**src/design/e2i_pkg.sv**
```systemverilog
package e2i_pkg;

  localparam int DAY_BITS  = 16;
  localparam int HOUR_BITS = 5;
  localparam int MIN_BITS  = 6;
  localparam int YEAR_BITS = 8;
  localparam int TEXT_LEN  = 20;
  localparam int IDX_W     = 5;

  localparam logic [31:0] SECS_PER_DAY  = 32'd86400;
  localparam logic [31:0] SECS_PER_HOUR = 32'd3600;
  localparam logic [31:0] SECS_PER_MIN  = 32'd60;
  localparam logic [11:0] BASE_YEAR     = 12'd1970;

  // reciprocals: seconds >> 7 by 675, >> 4 by 225, >> 2 by 15
  localparam logic [25:0] DAY_RECIP   = 26'd50903317;
  localparam int          DAY_SHIFT   = 35;
  localparam logic [13:0] HOUR_RECIP  = 14'd9321;
  localparam int          HOUR_SHIFT  = 21;
  localparam logic [10:0] MIN_RECIP   = 11'd1093;
  localparam int          MIN_SHIFT   = 14;

  localparam logic [7:0] CH_ZERO  = 8'h30;
  localparam logic [7:0] CH_NINE  = 8'h39;
  localparam logic [7:0] CH_DASH  = 8'h2D;
  localparam logic [7:0] CH_T     = 8'h54;
  localparam logic [7:0] CH_COLON = 8'h3A;
  localparam logic [7:0] CH_Z     = 8'h5A;

  typedef enum logic [3:0] {
    OP_NONE,
    OP_LOAD,
    OP_DIV_DAY,
    OP_DIV_HOUR,
    OP_DIV_MIN,
    OP_YEAR,
    OP_DOY,
    OP_MONTH,
    OP_DOM,
    OP_EMIT
  } op_t;

  typedef struct packed {
    op_t              op;
    logic [IDX_W-1:0] idx;
  } cmd_t;

  typedef struct packed {
    logic hit;
  } stat_t;

  // days from 1970-01-01 to jan 1 of year 1970 + yi, valid through 2200
  function automatic logic [16:0] year_start(input logic [7:0] yi);
    logic [11:0] n;
    logic [16:0] lin;
    logic [16:0] lp;
    n   = 12'd1969 + {4'd0, yi};
    lin = {9'd0, yi} * 17'd365;
    lp  = {7'd0, n[11:2]} - 17'd492 - {16'd0, (n >= 12'd2100)};
    return lin + lp;
  endfunction

  function automatic logic is_leap(input logic [11:0] y);
    return (y[1:0] == 2'd0) && (y != 12'd2100);
  endfunction

  // days of the year before the first of month m
  function automatic logic [8:0] cum_days(input logic [3:0] m, input logic leap);
    logic [8:0] c;
    case (m)
      4'd1:    c = 9'd0;
      4'd2:    c = 9'd31;
      4'd3:    c = 9'd59;
      4'd4:    c = 9'd90;
      4'd5:    c = 9'd120;
      4'd6:    c = 9'd151;
      4'd7:    c = 9'd181;
      4'd8:    c = 9'd212;
      4'd9:    c = 9'd243;
      4'd10:   c = 9'd273;
      4'd11:   c = 9'd304;
      4'd12:   c = 9'd334;
      default: c = 9'd0;
    endcase
    if (leap && (m >= 4'd3)) begin
      c = c + 9'd1;
    end
    return c;
  endfunction

  function automatic logic [3:0] tens_of(input logic [6:0] v);
    logic [3:0] t;
    t = 4'd0;
    for (int k = 1; k < 10; k++) begin
      if (v >= 7'(10 * k)) begin
        t = 4'(k);
      end
    end
    return t;
  endfunction

endpackage

```
**src/design/e2i_datapath.sv**
```systemverilog
module e2i_datapath import e2i_pkg::*; (
  input  logic        clk,
  input  logic        rst,
  input  logic [31:0] in_data,
  input  cmd_t        cmd,
  output stat_t       stat,
  output logic [7:0]  out_char,
  output logic        out_last
);

  logic [31:0]          rem;
  logic [DAY_BITS-1:0]  day_q;
  logic [HOUR_BITS-1:0] hh_q;
  logic [MIN_BITS-1:0]  mm_q;
  logic [YEAR_BITS-1:0] yidx;
  logic [8:0]           doy;

  logic                 cache_valid;
  logic [15:0]          cached_day_number;
  logic [11:0]          cached_year;
  logic [3:0]           cached_month;
  logic [4:0]           cached_day_of_month;

  logic [50:0]          day_prod;
  logic [26:0]          hour_prod;
  logic [20:0]          min_prod;

  logic [YEAR_BITS-1:0] y_cand;
  logic                 y_ok;
  logic [16:0]          doy_full;
  logic                 leap;
  logic [3:0]           month_calc;
  logic [8:0]           dom_full;

  logic [6:0]           yr_hi;
  logic [11:0]          yr_base;
  logic [6:0]           yr_lo;
  logic [6:0]           pv;
  logic                 is_digit;
  logic                 use_tens;
  logic [7:0]           fixed_ch;
  logic [3:0]           tens;
  logic [6:0]           ones_full;
  logic [3:0]           digit;
  logic [7:0]           ch;

  // quotients by constant reciprocal multiplication
  assign day_prod  = {26'd0, rem[31:7]} * {25'd0, DAY_RECIP};
  assign hour_prod = {14'd0, rem[16:4]} * {13'd0, HOUR_RECIP};
  assign min_prod  = {11'd0, rem[11:2]} * {10'd0, MIN_RECIP};

  // year search, day of year, month, day of month
  always_comb begin
    y_cand   = yidx | (8'd1 << cmd.idx[2:0]);
    y_ok     = year_start(y_cand) <= {1'b0, day_q};
    doy_full = {1'b0, day_q} - year_start(yidx);
    leap     = is_leap(cached_year);
    month_calc = 4'd1;
    for (int m = 2; m <= 12; m++) begin
      if (doy >= cum_days(4'(m), leap)) begin
        month_calc = month_calc + 4'd1;
      end
    end
    dom_full = doy - cum_days(cached_month, leap) + 9'd1;
  end

  assign stat.hit = cache_valid && (cached_day_number == day_q);

  // character select
  always_comb begin
    if (cached_year >= 12'd2100) begin
      yr_hi   = 7'd21;
      yr_base = 12'd2100;
    end else if (cached_year >= 12'd2000) begin
      yr_hi   = 7'd20;
      yr_base = 12'd2000;
    end else begin
      yr_hi   = 7'd19;
      yr_base = 12'd1900;
    end
    yr_lo    = 7'(cached_year - yr_base);
    pv       = 7'd0;
    is_digit = 1'b1;
    use_tens = 1'b0;
    fixed_ch = CH_Z;
    unique case (cmd.idx)
      5'd0:  begin pv = yr_hi; use_tens = 1'b1; end
      5'd1:  pv = yr_hi;
      5'd2:  begin pv = yr_lo; use_tens = 1'b1; end
      5'd3:  pv = yr_lo;
      5'd4:  begin is_digit = 1'b0; fixed_ch = CH_DASH; end
      5'd5:  begin pv = {3'd0, cached_month}; use_tens = 1'b1; end
      5'd6:  pv = {3'd0, cached_month};
      5'd7:  begin is_digit = 1'b0; fixed_ch = CH_DASH; end
      5'd8:  begin pv = {2'd0, cached_day_of_month}; use_tens = 1'b1; end
      5'd9:  pv = {2'd0, cached_day_of_month};
      5'd10: begin is_digit = 1'b0; fixed_ch = CH_T; end
      5'd11: begin pv = {2'd0, hh_q}; use_tens = 1'b1; end
      5'd12: pv = {2'd0, hh_q};
      5'd13: begin is_digit = 1'b0; fixed_ch = CH_COLON; end
      5'd14: begin pv = {1'b0, mm_q}; use_tens = 1'b1; end
      5'd15: pv = {1'b0, mm_q};
      5'd16: begin is_digit = 1'b0; fixed_ch = CH_COLON; end
      5'd17: begin pv = {1'b0, rem[5:0]}; use_tens = 1'b1; end
      5'd18: pv = {1'b0, rem[5:0]};
      default: begin is_digit = 1'b0; fixed_ch = CH_Z; end
    endcase
    tens      = tens_of(pv);
    ones_full = pv - 7'({3'd0, tens} * 7'd10);
    digit     = use_tens ? tens : ones_full[3:0];
    ch        = is_digit ? (CH_ZERO + {4'd0, digit}) : fixed_ch;
  end

  // idx 1 takes the quotient, idx 0 the remainder
  always_ff @(posedge clk) begin
    unique case (cmd.op)
      OP_LOAD: begin
        rem   <= in_data;
        day_q <= '0;
        hh_q  <= '0;
        mm_q  <= '0;
        yidx  <= '0;
      end
      OP_DIV_DAY: begin
        if (cmd.idx[0]) begin
          day_q <= day_prod[DAY_SHIFT +: DAY_BITS];
        end else begin
          rem <= rem - ({16'd0, day_q} * SECS_PER_DAY);
        end
      end
      OP_DIV_HOUR: begin
        if (cmd.idx[0]) begin
          hh_q <= hour_prod[HOUR_SHIFT +: HOUR_BITS];
        end else begin
          rem <= rem - ({27'd0, hh_q} * SECS_PER_HOUR);
        end
      end
      OP_DIV_MIN: begin
        if (cmd.idx[0]) begin
          mm_q <= min_prod[MIN_SHIFT +: MIN_BITS];
        end else begin
          rem <= rem - ({26'd0, mm_q} * SECS_PER_MIN);
        end
      end
      OP_YEAR: begin
        if (y_ok) begin
          yidx <= y_cand;
        end
      end
      OP_DOY: begin
        doy <= doy_full[8:0];
      end
      OP_EMIT: begin
        out_char <= ch;
        out_last <= (cmd.idx == IDX_W'(TEXT_LEN - 1));
      end
      default: begin
      end
    endcase
  end

  // date cache
  always_ff @(posedge clk) begin
    if (rst) begin
      cache_valid         <= 1'b0;
      cached_day_number   <= 16'd0;
      cached_year         <= BASE_YEAR;
      cached_month        <= 4'd1;
      cached_day_of_month <= 5'd1;
    end else begin
      unique case (cmd.op)
        OP_DOY: begin
          cached_year <= BASE_YEAR + {4'd0, yidx};
        end
        OP_MONTH: begin
          cached_month <= month_calc;
        end
        OP_DOM: begin
          cached_day_of_month <= dom_full[4:0];
          cached_day_number   <= day_q;
          cache_valid         <= 1'b1;
        end
        default: begin
        end
      endcase
    end
  end

endmodule

```
**src/design/e2i_ctrl.sv**
```systemverilog
module e2i_ctrl import e2i_pkg::*; (
  input  logic  clk,
  input  logic  rst,
  input  logic  in_valid,
  output logic  in_ready,
  output logic  out_valid,
  input  logic  out_ready,
  input  stat_t stat,
  output cmd_t  cmd
);

  typedef enum logic [8:0] {
    S_IDLE     = 9'b000000001,
    S_DIV_DAY  = 9'b000000010,
    S_DIV_HOUR = 9'b000000100,
    S_DIV_MIN  = 9'b000001000,
    S_CHECK    = 9'b000010000,
    S_YEAR     = 9'b000100000,
    S_DOY      = 9'b001000000,
    S_MONTH    = 9'b010000000,
    S_EMIT     = 9'b100000000
  } state_t;

  state_t           state;
  state_t           state_next;
  logic [IDX_W-1:0] cnt;
  logic [IDX_W-1:0] cnt_next;
  logic             out_valid_next;
  logic             load;

  assign in_ready = (state == S_IDLE) && !rst;
  assign load     = (state == S_EMIT) && (!out_valid || out_ready);

  always_comb begin
    state_next = state;
    cnt_next   = cnt;
    cmd.op     = OP_NONE;
    cmd.idx    = cnt;
    unique case (state)
      S_IDLE: begin
        if (in_valid && in_ready) begin
          cmd.op     = OP_LOAD;
          cnt_next   = IDX_W'(1);
          state_next = S_DIV_DAY;
        end
      end
      S_DIV_DAY: begin
        cmd.op = OP_DIV_DAY;
        if (cnt == '0) begin
          cnt_next   = IDX_W'(1);
          state_next = S_DIV_HOUR;
        end else begin
          cnt_next = cnt - IDX_W'(1);
        end
      end
      S_DIV_HOUR: begin
        cmd.op = OP_DIV_HOUR;
        if (cnt == '0) begin
          cnt_next   = IDX_W'(1);
          state_next = S_DIV_MIN;
        end else begin
          cnt_next = cnt - IDX_W'(1);
        end
      end
      S_DIV_MIN: begin
        cmd.op = OP_DIV_MIN;
        if (cnt == '0) begin
          state_next = S_CHECK;
        end else begin
          cnt_next = cnt - IDX_W'(1);
        end
      end
      S_CHECK: begin
        if (stat.hit) begin
          cnt_next   = '0;
          state_next = S_EMIT;
        end else begin
          cnt_next   = IDX_W'(YEAR_BITS - 1);
          state_next = S_YEAR;
        end
      end
      S_YEAR: begin
        cmd.op = OP_YEAR;
        if (cnt == '0) begin
          state_next = S_DOY;
        end else begin
          cnt_next = cnt - IDX_W'(1);
        end
      end
      S_DOY: begin
        cmd.op     = OP_DOY;
        state_next = S_MONTH;
      end
      S_MONTH: begin
        if (cnt == '0) begin
          cmd.op   = OP_MONTH;
          cnt_next = 5'd1;
        end else begin
          cmd.op     = OP_DOM;
          cnt_next   = '0;
          state_next = S_EMIT;
        end
      end
      S_EMIT: begin
        if (load) begin
          cmd.op = OP_EMIT;
          if (cnt == IDX_W'(TEXT_LEN - 1)) begin
            cnt_next   = '0;
            state_next = S_IDLE;
          end else begin
            cnt_next = cnt + IDX_W'(1);
          end
        end
      end
      default: begin
        state_next = S_IDLE;
      end
    endcase
  end

  always_comb begin
    if (load) begin
      out_valid_next = 1'b1;
    end else if (out_ready) begin
      out_valid_next = 1'b0;
    end else begin
      out_valid_next = out_valid;
    end
  end

  always_ff @(posedge clk) begin
    if (rst) begin
      state     <= S_IDLE;
      cnt       <= '0;
      out_valid <= 1'b0;
    end else begin
      state     <= state_next;
      cnt       <= cnt_next;
      out_valid <= out_valid_next;
    end
  end

endmodule

```
**src/design/epoch_to_iso8601_text_top.sv**
```systemverilog
// Turns a 32-bit unsigned count of seconds since 1970-01-01 00:00:00 UTC into the twenty
// ASCII characters YYYY-MM-DDThh:mm:ssZ, sent as twenty output beats with tlast on the Z.
// One timestamp is handled at a time: after a beat is taken the block splits the count
// by reciprocal multiplication (a quotient and a remainder step each for day, hour and
// minute), looks up the date cache and, only when the day differs from the cached one,
// runs an 8-step binary search for the year, then computes day of year, month and day
// of month. The twenty characters leave one per cycle from an output register while the
// output is not stalled; the next timestamp can be taken while the trailing Z still
// waits in the output register. Input is not taken while rst is high.
module epoch_to_iso8601_text_top import e2i_pkg::*; (
  input  logic        clk,
  input  logic        rst,
  input  logic        s_axis_tvalid,
  output logic        s_axis_tready,
  input  logic [31:0] s_axis_tdata,   // epoch_seconds[31:0]
  output logic        m_axis_tvalid,
  input  logic        m_axis_tready,
  output logic [7:0]  m_axis_tdata,   // text_char[7:0]
  output logic        m_axis_tlast    // last_char
);

  cmd_t  cmd;
  stat_t stat;

  e2i_ctrl u_ctrl (
    .clk       (clk),
    .rst       (rst),
    .in_valid  (s_axis_tvalid),
    .in_ready  (s_axis_tready),
    .out_valid (m_axis_tvalid),
    .out_ready (m_axis_tready),
    .stat      (stat),
    .cmd       (cmd)
  );

  e2i_datapath u_dp (
    .clk      (clk),
    .rst      (rst),
    .in_data  (s_axis_tdata),
    .cmd      (cmd),
    .stat     (stat),
    .out_char (m_axis_tdata),
    .out_last (m_axis_tlast)
  );

endmodule

```
**config.mk**
```make
export PLATFORM = sky130hd
export DESIGN_NAME = epoch_to_iso8601_text_top
export DESIGN_NICKNAME = d
export VERILOG_FILES = /design/src/design/e2i_pkg.sv /design/src/design/e2i_datapath.sv /design/src/design/e2i_ctrl.sv /design/src/design/epoch_to_iso8601_text_top.sv
export SDC_FILE = /design/constraint.sdc
export NUM_CORES = 2
export LEC_CHECK = 0
export BUFFER_PORTS_ARGS = -buffer_cell sky130_fd_sc_hd__buf_2
export CAP_MARGIN = 25
export CORE_MARGIN = 2
export CORE_UTILIZATION = 65
export CTS_BUF_LIST = sky130_fd_sc_hd__clkbuf_4 sky130_fd_sc_hd__clkbuf_8
export CTS_CLUSTER_DIAMETER = 100
export DETAILED_ROUTE_END_ITERATION = 10
export PLACE_DENSITY = 0.83
export RECOVER_POWER = 50
export SLEW_MARGIN = 20
export SYNTH_ARGS = -nofsm -noshare
export SYNTH_HDL_FRONTEND = slang
export SYNTH_SLANG_ARGS = --single-unit
```
**constraint.sdc**
```tcl
create_clock -name clk -period 10.8 [get_ports clk]
set_input_delay 2.7 -clock clk [delete_from_list [all_inputs] [get_ports clk]]
set_output_delay 2.7 -clock clk [all_outputs]
set_load 0.02 [all_outputs]
```
======== Word-level counts from Yosys, hierarchy flattened ========
Memory sizes are Yosys's and may differ from the RTL's. A register that Yosys moved wholly into a read port is not among the register bits.
Cells that the tools add are included.
word-level totals
  register bits after elaboration ......... 138
  ROM bits ................................ 144
  input port bits ......................... 36
  output and inout port bits .............. 11
  word-level logic and storage cells ...... 257
  memories ................................ 1
memories
  name              depth  width  rd ports  clocked after Yosys merged registers in  write ports  line           RTL
  (name not given)  16     9      1         1                                        0            e2i_pkg.sv:70  case (m)
operators by class
  add/subtract/negate cells ............... 31
  $mul .................................... 9
  order comparisons ....................... 26
  equal/unequal tests ..................... 55
  shift-type cells ........................ 1
  multiplexer cells ....................... 79
  bitwise gates (word level) .............. 1
  reduce and logical (&&, ||, !) cells .... 38
operator list
  cell                      number
  $pmux W32 S4              1
  $mux W32                  3
  $mux W9                   9
  $pmux W9 S9               1
  $mux W4                   18
  $mul A25 B26 Y51 const B  1
  $pmux W7 S7               1
  $add A4 B1 Y4 const B     10
  $eq A5 B4 Y1 const B      8
  $add A11 B8 Y12 const A   3
  $ge A12 B12 Y1 const B    3
  $ge A9 B8 Y1              4
  $mux W5                   7
  $pmux W16 S2              1
  $pmux W4 S8               1
  $sub A32 B12 Y32          1
  $sub A32 B17 Y32          1
  $sub A32 B32 Y32          1
  $pmux W5 S6               1
  $ge A9 B9 Y1              3
  $mul A13 B14 Y26 const B  1
  $mul A16 B10 Y25 const B  1
  $mux W3                   8
  $reduce_or A2 Y1          11
  75 further kinds          141

======== Logic depth before layout (Yosys ltp) ========
  depth in word-level cells ............... 25
  mapped depth ............................ 41
  gate-level depth less buffers ........... 41

======== Hierarchy ========
Synthesis repeated with hierarchy kept, for this count alone.
second synthesis, totals
  cells, all modules ...................... 3,375
  area, all modules ....................... 31,158.6 um^2
by module, submodules not included
  module        times used  cells each  area each (um^2)  sequential area each (um^2)
  e2i_datapath  1           3,208       29,842.4          3,383.2
  e2i_ctrl      1           167         1,316.3           300.3

======== Worst setup path before layout ========
No wires, ideal clock.
  path type ............................... register to register
  start point ............................. register u_ctrl.cnt[0]
  end point ............................... register u_dp.yidx[0] (enable)
  library setup time ...................... 0.387 ns
  data arrival time ....................... 7.445 ns
  data required time ...................... 10.413 ns
  setup slack ............................. 2.969 ns
  cell stages (with the launch flop) ...... 37
  buffers on the path ..................... 2
  period minus slack after synthesis ...... 7.831 ns
  path through ............................ dfxtp_1 -> inv_1 -> ha_1 -> clkbuf_1 -> a21oi_1 -> buf_1 -> ha_1 -> nand3_1 -> nand2_1 -> xnor2_1 -> ha_1 -> o21ai_0 -> nand2_1 -> o21ai_0 -> a21oi_1 -> ha_1 -> inv_1 -> ha_1 -> fa_1 -> ha_1 -> a21o_1 -> a21oi_1 -> o21bai_1 -> a21oi_1 -> o21bai_1 -> a21oi_1 -> nor2b_1 -> o21a_1 -> o41ai_1 -> xnor2_1 -> ha_1 -> and4_1 -> a211oi_1 -> a31oi_1 -> o21ai_0 -> a32oi_1 -> o31ai_1
between the ends
  cells in the longest elaborated chain, start to end .. 9
  elaborated cells on any way between the ends .. 17
  classes of those cells .................. add/sub (4); mul (1); order compare (2); eq/ne (3); shift (1); mux (2); bitwise (1); reduce/logical (3)
RTL lines
  what                                               line                 RTL
  from (decl)                                        e2i_ctrl.sv:26       logic [IDX_W-1:0] cnt;
  from (signal assigned)                             e2i_ctrl.sv:138      cnt <= cnt_next;
  $shl A1 B3 Y8                                      e2i_datapath.sv:54   y_cand = yidx | (8'd1 << cmd.idx[2:0]);
  $or A8 B8 Y8                                       e2i_datapath.sv:54
  $add A11 B8 Y12                                    e2i_pkg.sv:57        n = 12'd1969 + {4'd0, yi};
  $sub A10 B9 Y11 or $ge A12 B12 Y1 (tied branches)  e2i_pkg.sv:59        lp = {7'd0, n[11:2]} - 17'd492 - {16'd0, (n >= 12'd2100)};
  $sub A17 B1 Y17                                    e2i_pkg.sv:59
  $add A17 B17 Y17                                   e2i_pkg.sv:60        return lin + lp;
  $le A17 B16 Y1                                     e2i_datapath.sv:55   y_ok = year_start(y_cand) <= {1'b0, day_q};
  $ne A2 B1 Y1 (no line)                             -
  $reduce_and A2 Y1 (no line) (*)                    -
  to (signal assigned)                               e2i_datapath.sv:147  yidx <= y_cand;
  to (decl)                                          e2i_datapath.sv:15   logic [YEAR_BITS-1:0] yidx;
Every way passes the cells marked *; elsewhere a longest branch is shown, timed or not.
A chain may end at the register's enable or synchronous reset.

======== Worst setup path in the final report ========
  start point ............................. register u_ctrl.cnt[0]
  end point ............................... register u_dp.yidx[0] (enable)
between the ends
  cells in the longest elaborated chain, start to end .. 9
  elaborated cells on any way between the ends .. 17
  classes of those cells .................. add/sub (4); mul (1); order compare (2); eq/ne (3); shift (1); mux (2); bitwise (1); reduce/logical (3)
RTL lines
  what                                               line                RTL
  $shl A1 B3 Y8 (*)                                  e2i_datapath.sv:54
  $or A8 B8 Y8 (*)                                   e2i_datapath.sv:54
  via u_dp.y_cand[0]                                 e2i_datapath.sv:28  logic [YEAR_BITS-1:0] y_cand;
  $add A11 B8 Y12                                    e2i_pkg.sv:57
  $sub A10 B9 Y11 or $ge A12 B12 Y1 (tied branches)  e2i_pkg.sv:59
  $sub A17 B1 Y17                                    e2i_pkg.sv:59
  $add A17 B17 Y17 (*)                               e2i_pkg.sv:60
  $le A17 B16 Y1 (*)                                 e2i_datapath.sv:55
  $ne A2 B1 Y1 (no line) (*)                         -
  $reduce_and A2 Y1 (no line) (*)                    -
The timed path passes the listed nets; every way through them passes the cells marked *.

==> tab_implementation.tex <==
\begin{tabular}{lr}
\hline
Metric & Value \\
\hline
\multicolumn{2}{l}{\textbf{Status}} \\
\quad Status & complete, but fails checks \\
\quad Failing checks & design-rule violations, max-capacitance violations, max-slew violations \\
\multicolumn{2}{l}{\textbf{Logic synthesis}} \\
\quad Cell type with the largest total area after synthesis & sky130\_fd\_sc\_hd\_\_ha\_1 \\
\quad Flip-flop and latch count after synthesis & about 140 \\
\quad Number of distinct library cell variants in the gate-level netlist after synthesis & 93 \\
\quad Cells after synthesis & 3,328 \\
\quad Asr flop ratio synth & 0\% \\
\quad Sequential element share of the synthesized area & 12.0\% \\
\quad Yosys top cell area share & 29.3\% \\
\quad Cell types occupying the most area after synthesis & sky130\_fd\_sc\_hd\_\_ha\_1 29\%, sky130\_fd\_sc\_hd\_\_fa\_1 21\%, sky130\_fd\_sc\_hd\_\_edfxtp\_1 8.2\% \\
\quad Post-Syn Area per Cell & 9.24 um2 \\
\quad Syn Std Cell Area & 30,800 um2 \\
\quad Net count of the mapped netlist & 4,410 \\
\quad Number of enable-type register cells in the synthesized netlist & 84 \\
\quad Warnings from Yosys & 0 \\
\quad Prevailing post-synth register cell & sky130\_fd\_sc\_hd\_\_edfxtp\_1 \\
\multicolumn{2}{l}{\textbf{Detailed routing}} \\
\quad Total Routed Length & 77,900 um \\
\quad Met3 WL & 5470 um \\
\quad Count of unresolved DRC violations after routing & 6 \\
\quad Detail-routed via count per cell & 6.04 \\
\quad Post-DR wirelength/cell & 19.6 um \\
\quad Iteration-0 DRC count of the detailed router & around 1,900 \\
\quad Routed wire length on met2 & 35,900 um \\
\quad WL met1 & 33,600 um \\
\quad Post-route antenna net violation count & 0 \\
\quad Top layer reached by signal wires & met5 \\
\quad Pre-Repair DR Iteration Count & 9 \\
\quad Detailed-route via count & 24,100 \\
\multicolumn{2}{l}{\textbf{Run}} \\
\quad \# Max-Cap Violations & 2 \\
\multicolumn{2}{l}{\textbf{Critical path}} \\
\quad Highest-delay cell along the critical path & sky130\_fd\_sc\_hd\_\_fa\_1 \\
\quad CP startpoint kind & flop \\
\quad Biggest cell delay along the critical path & around 0.52 ns \\
\quad Cell family with the largest share of critical-path delay & compound AO/OA/AOI/OAI gates \\
\quad Required time at the worst-slack endpoint & 11.02 ns \\
\quad Crit path DAT & 9.07 ns \\
\quad Capturing element type of the critical path & flop \\
\quad Worst r2r src & u\_ctrl.cnt[0]\$\_SDFFE\_PP0P\_ \\
\quad Critical path fanouts, max & 12 \\
\quad Type of the worst setup path & flop to flop \\
\quad Worst Path Buf+Inv & 3 \\
\quad Most prevalent standard cell on the critical path & sky130\_fd\_sc\_hd\_\_ha\_1 \\
\quad Critical path launch point & u\_ctrl.cnt[0]\$\_SDFFE\_PP0P\_ \\
\multicolumn{2}{l}{\textbf{Timing}} \\
\quad Max-slew violations & 85 \\
\quad Final critical delay including setup and external delays & 8.85 ns \\
\quad Hold Violations, Final & 0 \\
\quad Worst-case headroom to the max-slew limit & -82.6\% \\
\quad Summed negative setup slack over all endpoints & 0 ns \\
\quad Clock Skew & $\sim$0.026 ns \\
\quad Maximum clock frequency & roughly 0.11 GHz \\
\quad Setup repair after global routing missed its margin & no \\
\quad Final period utilization & approximately 82\% \\
\quad Least-Margin Pin Slew & 2.74 ns \\
\quad Final setup violation count & 0 \\
\multicolumn{2}{l}{\textbf{GRT}} \\
\quad Antenna violations before repair & 1 \\
\quad First-pass GRT wire length & $\sim$130,000 um \\
\quad Largest net degree at the start of global routing & 59 \\
\quad Number of global-route vias before repair & 25,300 \\
\quad Overall track demand over capacity in global routing & 32.6\% \\
\quad Total congestion overflow & 0 \\
\multicolumn{2}{l}{\textbf{Min path}} \\
\quad Hold/Removal Path Class & flop to flop \\
\quad Hold Crit Start & u\_dp.cached\_day\_of\_month[1]\$\_SDFFE\_PP0N\_ \\
\multicolumn{2}{l}{\textbf{Floorplanning}} \\
\quad Floorplan row count & between 70 and 80 \\
\quad I/O pin count & 47 \\
\quad Floorplan die area & about 49,000 um2 \\
\quad Die W & about 220 um \\
\quad Vertical die dimension & 222 um \\
\quad Core region area & 46,700 um2 \\
\quad Initial Util & 65.9\% \\
\multicolumn{2}{l}{\textbf{Clock tree}} \\
\quad Worst skew pair latency & 0.51 ns \\
\quad CTS tree & built \\
\quad Worst-case clock buffer depth & 2 \\
\quad Total CTS buffers & 17 \\
\quad Clock slew seen by the registers of the worst setup and hold paths & 0.09 ns \\
\quad TritonCTS Sinks & 142 \\
\quad Cell at the root of the clock tree & sky130\_fd\_sc\_hd\_\_clkbuf\_8 \\
\quad Post-CTS Setup Bufs & 0 \\
\quad Gates resized, CTS repair & 0 \\
\quad H-Tree Level Count & 4 \\
\quad Hold bufs inserted after CTS & 0 \\
\multicolumn{2}{l}{\textbf{Final layout}} \\
\quad Area growth from synthesis to layout & 4.25\% \\
\quad Share of layout cells above drive strength 1 & about 3.6\% \\
\quad Count of non-filler cells in the finished layout & 3,981 \\
\quad Layout fillers & 3,544 \\
\quad Highest-count cells in the layout ignoring fill and taps & 721 x sky130\_fd\_sc\_hd\_\_ha\_1, 671 x sky130\_fd\_sc\_hd\_\_inv\_1, 325 x sky130\_fd\_sc\_hd\_\_fa\_1 \\
\quad Final \#Nets & 4,443 \\
\quad Commonest non-fill, non-tap cell in the layout & sky130\_fd\_sc\_hd\_\_ha\_1 \\
\quad Ant. Diodes & 0 \\
\multicolumn{2}{l}{\textbf{Place}} \\
\quad HPWL reported at the end of detailed placement & 64,900 um \\
\quad Port Buffers & 45 \\
\quad Weighted congestion reported at the end of routability-driven placement & 0.964 \\
\quad \# placed instances & between 3,000 and 4,000 \\
\multicolumn{2}{l}{\textbf{Power and ir drop}} \\
\quad Peak VDD IR & between 500 and 600 uV \\
\quad Power per cell area & 309 nW/um2 \\
\quad Standby leakage power & 0.0165 uW \\
\hline
\end{tabular}
worst register-to-register path, delay by kind of cell, from the launching register on:
kind	cells	cell delay, ns
compound gates	16	3.32
fa+ha+maj	8	2.65
simple gates	6	1.20
buf+inv	3	0.55
xor+xnor	2	0.48
flops	1	0.40
synthesized netlist by cell type, types with 20 or more instances:
library cell                 n
sky130_fd_sc_hd__ha_1      721
sky130_fd_sc_hd__inv_1     670
sky130_fd_sc_hd__fa_1      325
sky130_fd_sc_hd__nand2_1   181
sky130_fd_sc_hd__a21oi_1   179
sky130_fd_sc_hd__xnor2_1   162
sky130_fd_sc_hd__nor2_1    159
sky130_fd_sc_hd__o21ai_0   104
sky130_fd_sc_hd__edfxtp_1   84
sky130_fd_sc_hd__dfxtp_1    58
sky130_fd_sc_hd__xor2_1     53
sky130_fd_sc_hd__a21o_1     49
sky130_fd_sc_hd__clkbuf_1   47
sky130_fd_sc_hd__nor3_1     42
sky130_fd_sc_hd__nand3_1    35
sky130_fd_sc_hd__nor2b_1    30
sky130_fd_sc_hd__a31oi_1    28
sky130_fd_sc_hd__o21bai_1   25
sky130_fd_sc_hd__o21a_1     23
sky130_fd_sc_hd__nand2b_1   20
per-layer routing:
metal	track usage, %	up-vias
met3	4.60	200
met2	53.9	909
met5	0	-
li1	-	11200
met1	44.0	11700
met4	11.9	2
cell families (layout without fill, tap and decap cells):
| family | count (synthesis) | in the layout | share of synthesized area (%) |
|---|---|---|---|
| xor+xnor | 219 | 219 | 6.40 |
| buf+inv | 728 | 774 | 8.96 |
| compound gates | 581 | 581 | 12.3 |
| mux | 18 | 18 | 0.614 |
| flops | 142 | 142 | 12.0 |
| other cells | 1 | 1 | 0.0122 |
| fa+ha+maj | 1047 | 1047 | 50.5 |
| simple gates | 592 | 592 | 9.24 |
state kept, by name, summed over array words and instances (netlist names), named ones only:
signal                    count
u_dp.cached_year             12
u_dp.day_q                   16
u_ctrl.out_valid              1
u_ctrl.state                  9
u_dp.cached_day_of_month      5
u_dp.cache_valid              1
u_ctrl.cnt                    5
u_dp.cached_day_number       16
u_dp.hh_q                     5
u_dp.out_char                 7
u_dp.rem                     32
u_dp.mm_q                     6
u_dp.out_last                 1
u_dp.yidx                     8
u_dp.doy                      9
u_dp.cached_month             4
where the power goes:
group | total, uW | internal [uW] | switching [uW]
clock network | 455 | 208 | 247
logic | 8760 | 3830 | 4930
registers | 706 | 628 | 77.9
total | 9920 | 4670 | 5250
through the flow:
step                power (uW)  utilization [%]  hold WS, ns  cell area (um2)  setup WS, ns
floorplan                 7240                -        0.432            30800          2.97
global placement          8870             67.9        0.440            31700          2.33
detailed placement        9330             67.9        0.456            31700          2.03
CTS                       9870             68.8        0.468            32100          1.99
global route             11100             68.7        0.490            32100          1.24
finish                    9920             68.7        0.466            32100          1.95
layout make-up:
class	count	area (um2)	area share (%)
clock inverters	15	163	0.507
inverters	671	2520	7.86
repair buffers	71	388	1.21
multi-input cells	2458	24300	75.8
flip-flops and latches	142	3680	11.5
well taps	607	759	2.37
clock buffers	17	234	0.730
final timing paths:
path	to	slack [ns]	cells after the start
max	u_dp.yidx[0]$_SDFFCE_PN0P_	1.95	35
min	u_dp.cached_day_of_month[1]$_SDFFE_PP0N_	0.47	2
max reg2reg	u_dp.yidx[0]$_SDFFCE_PN0P_	1.95	35
min reg2reg	u_dp.cached_day_of_month[1]$_SDFFE_PP0N_	0.47	2
No activity file was read; power rests on OpenSTA's default activity.
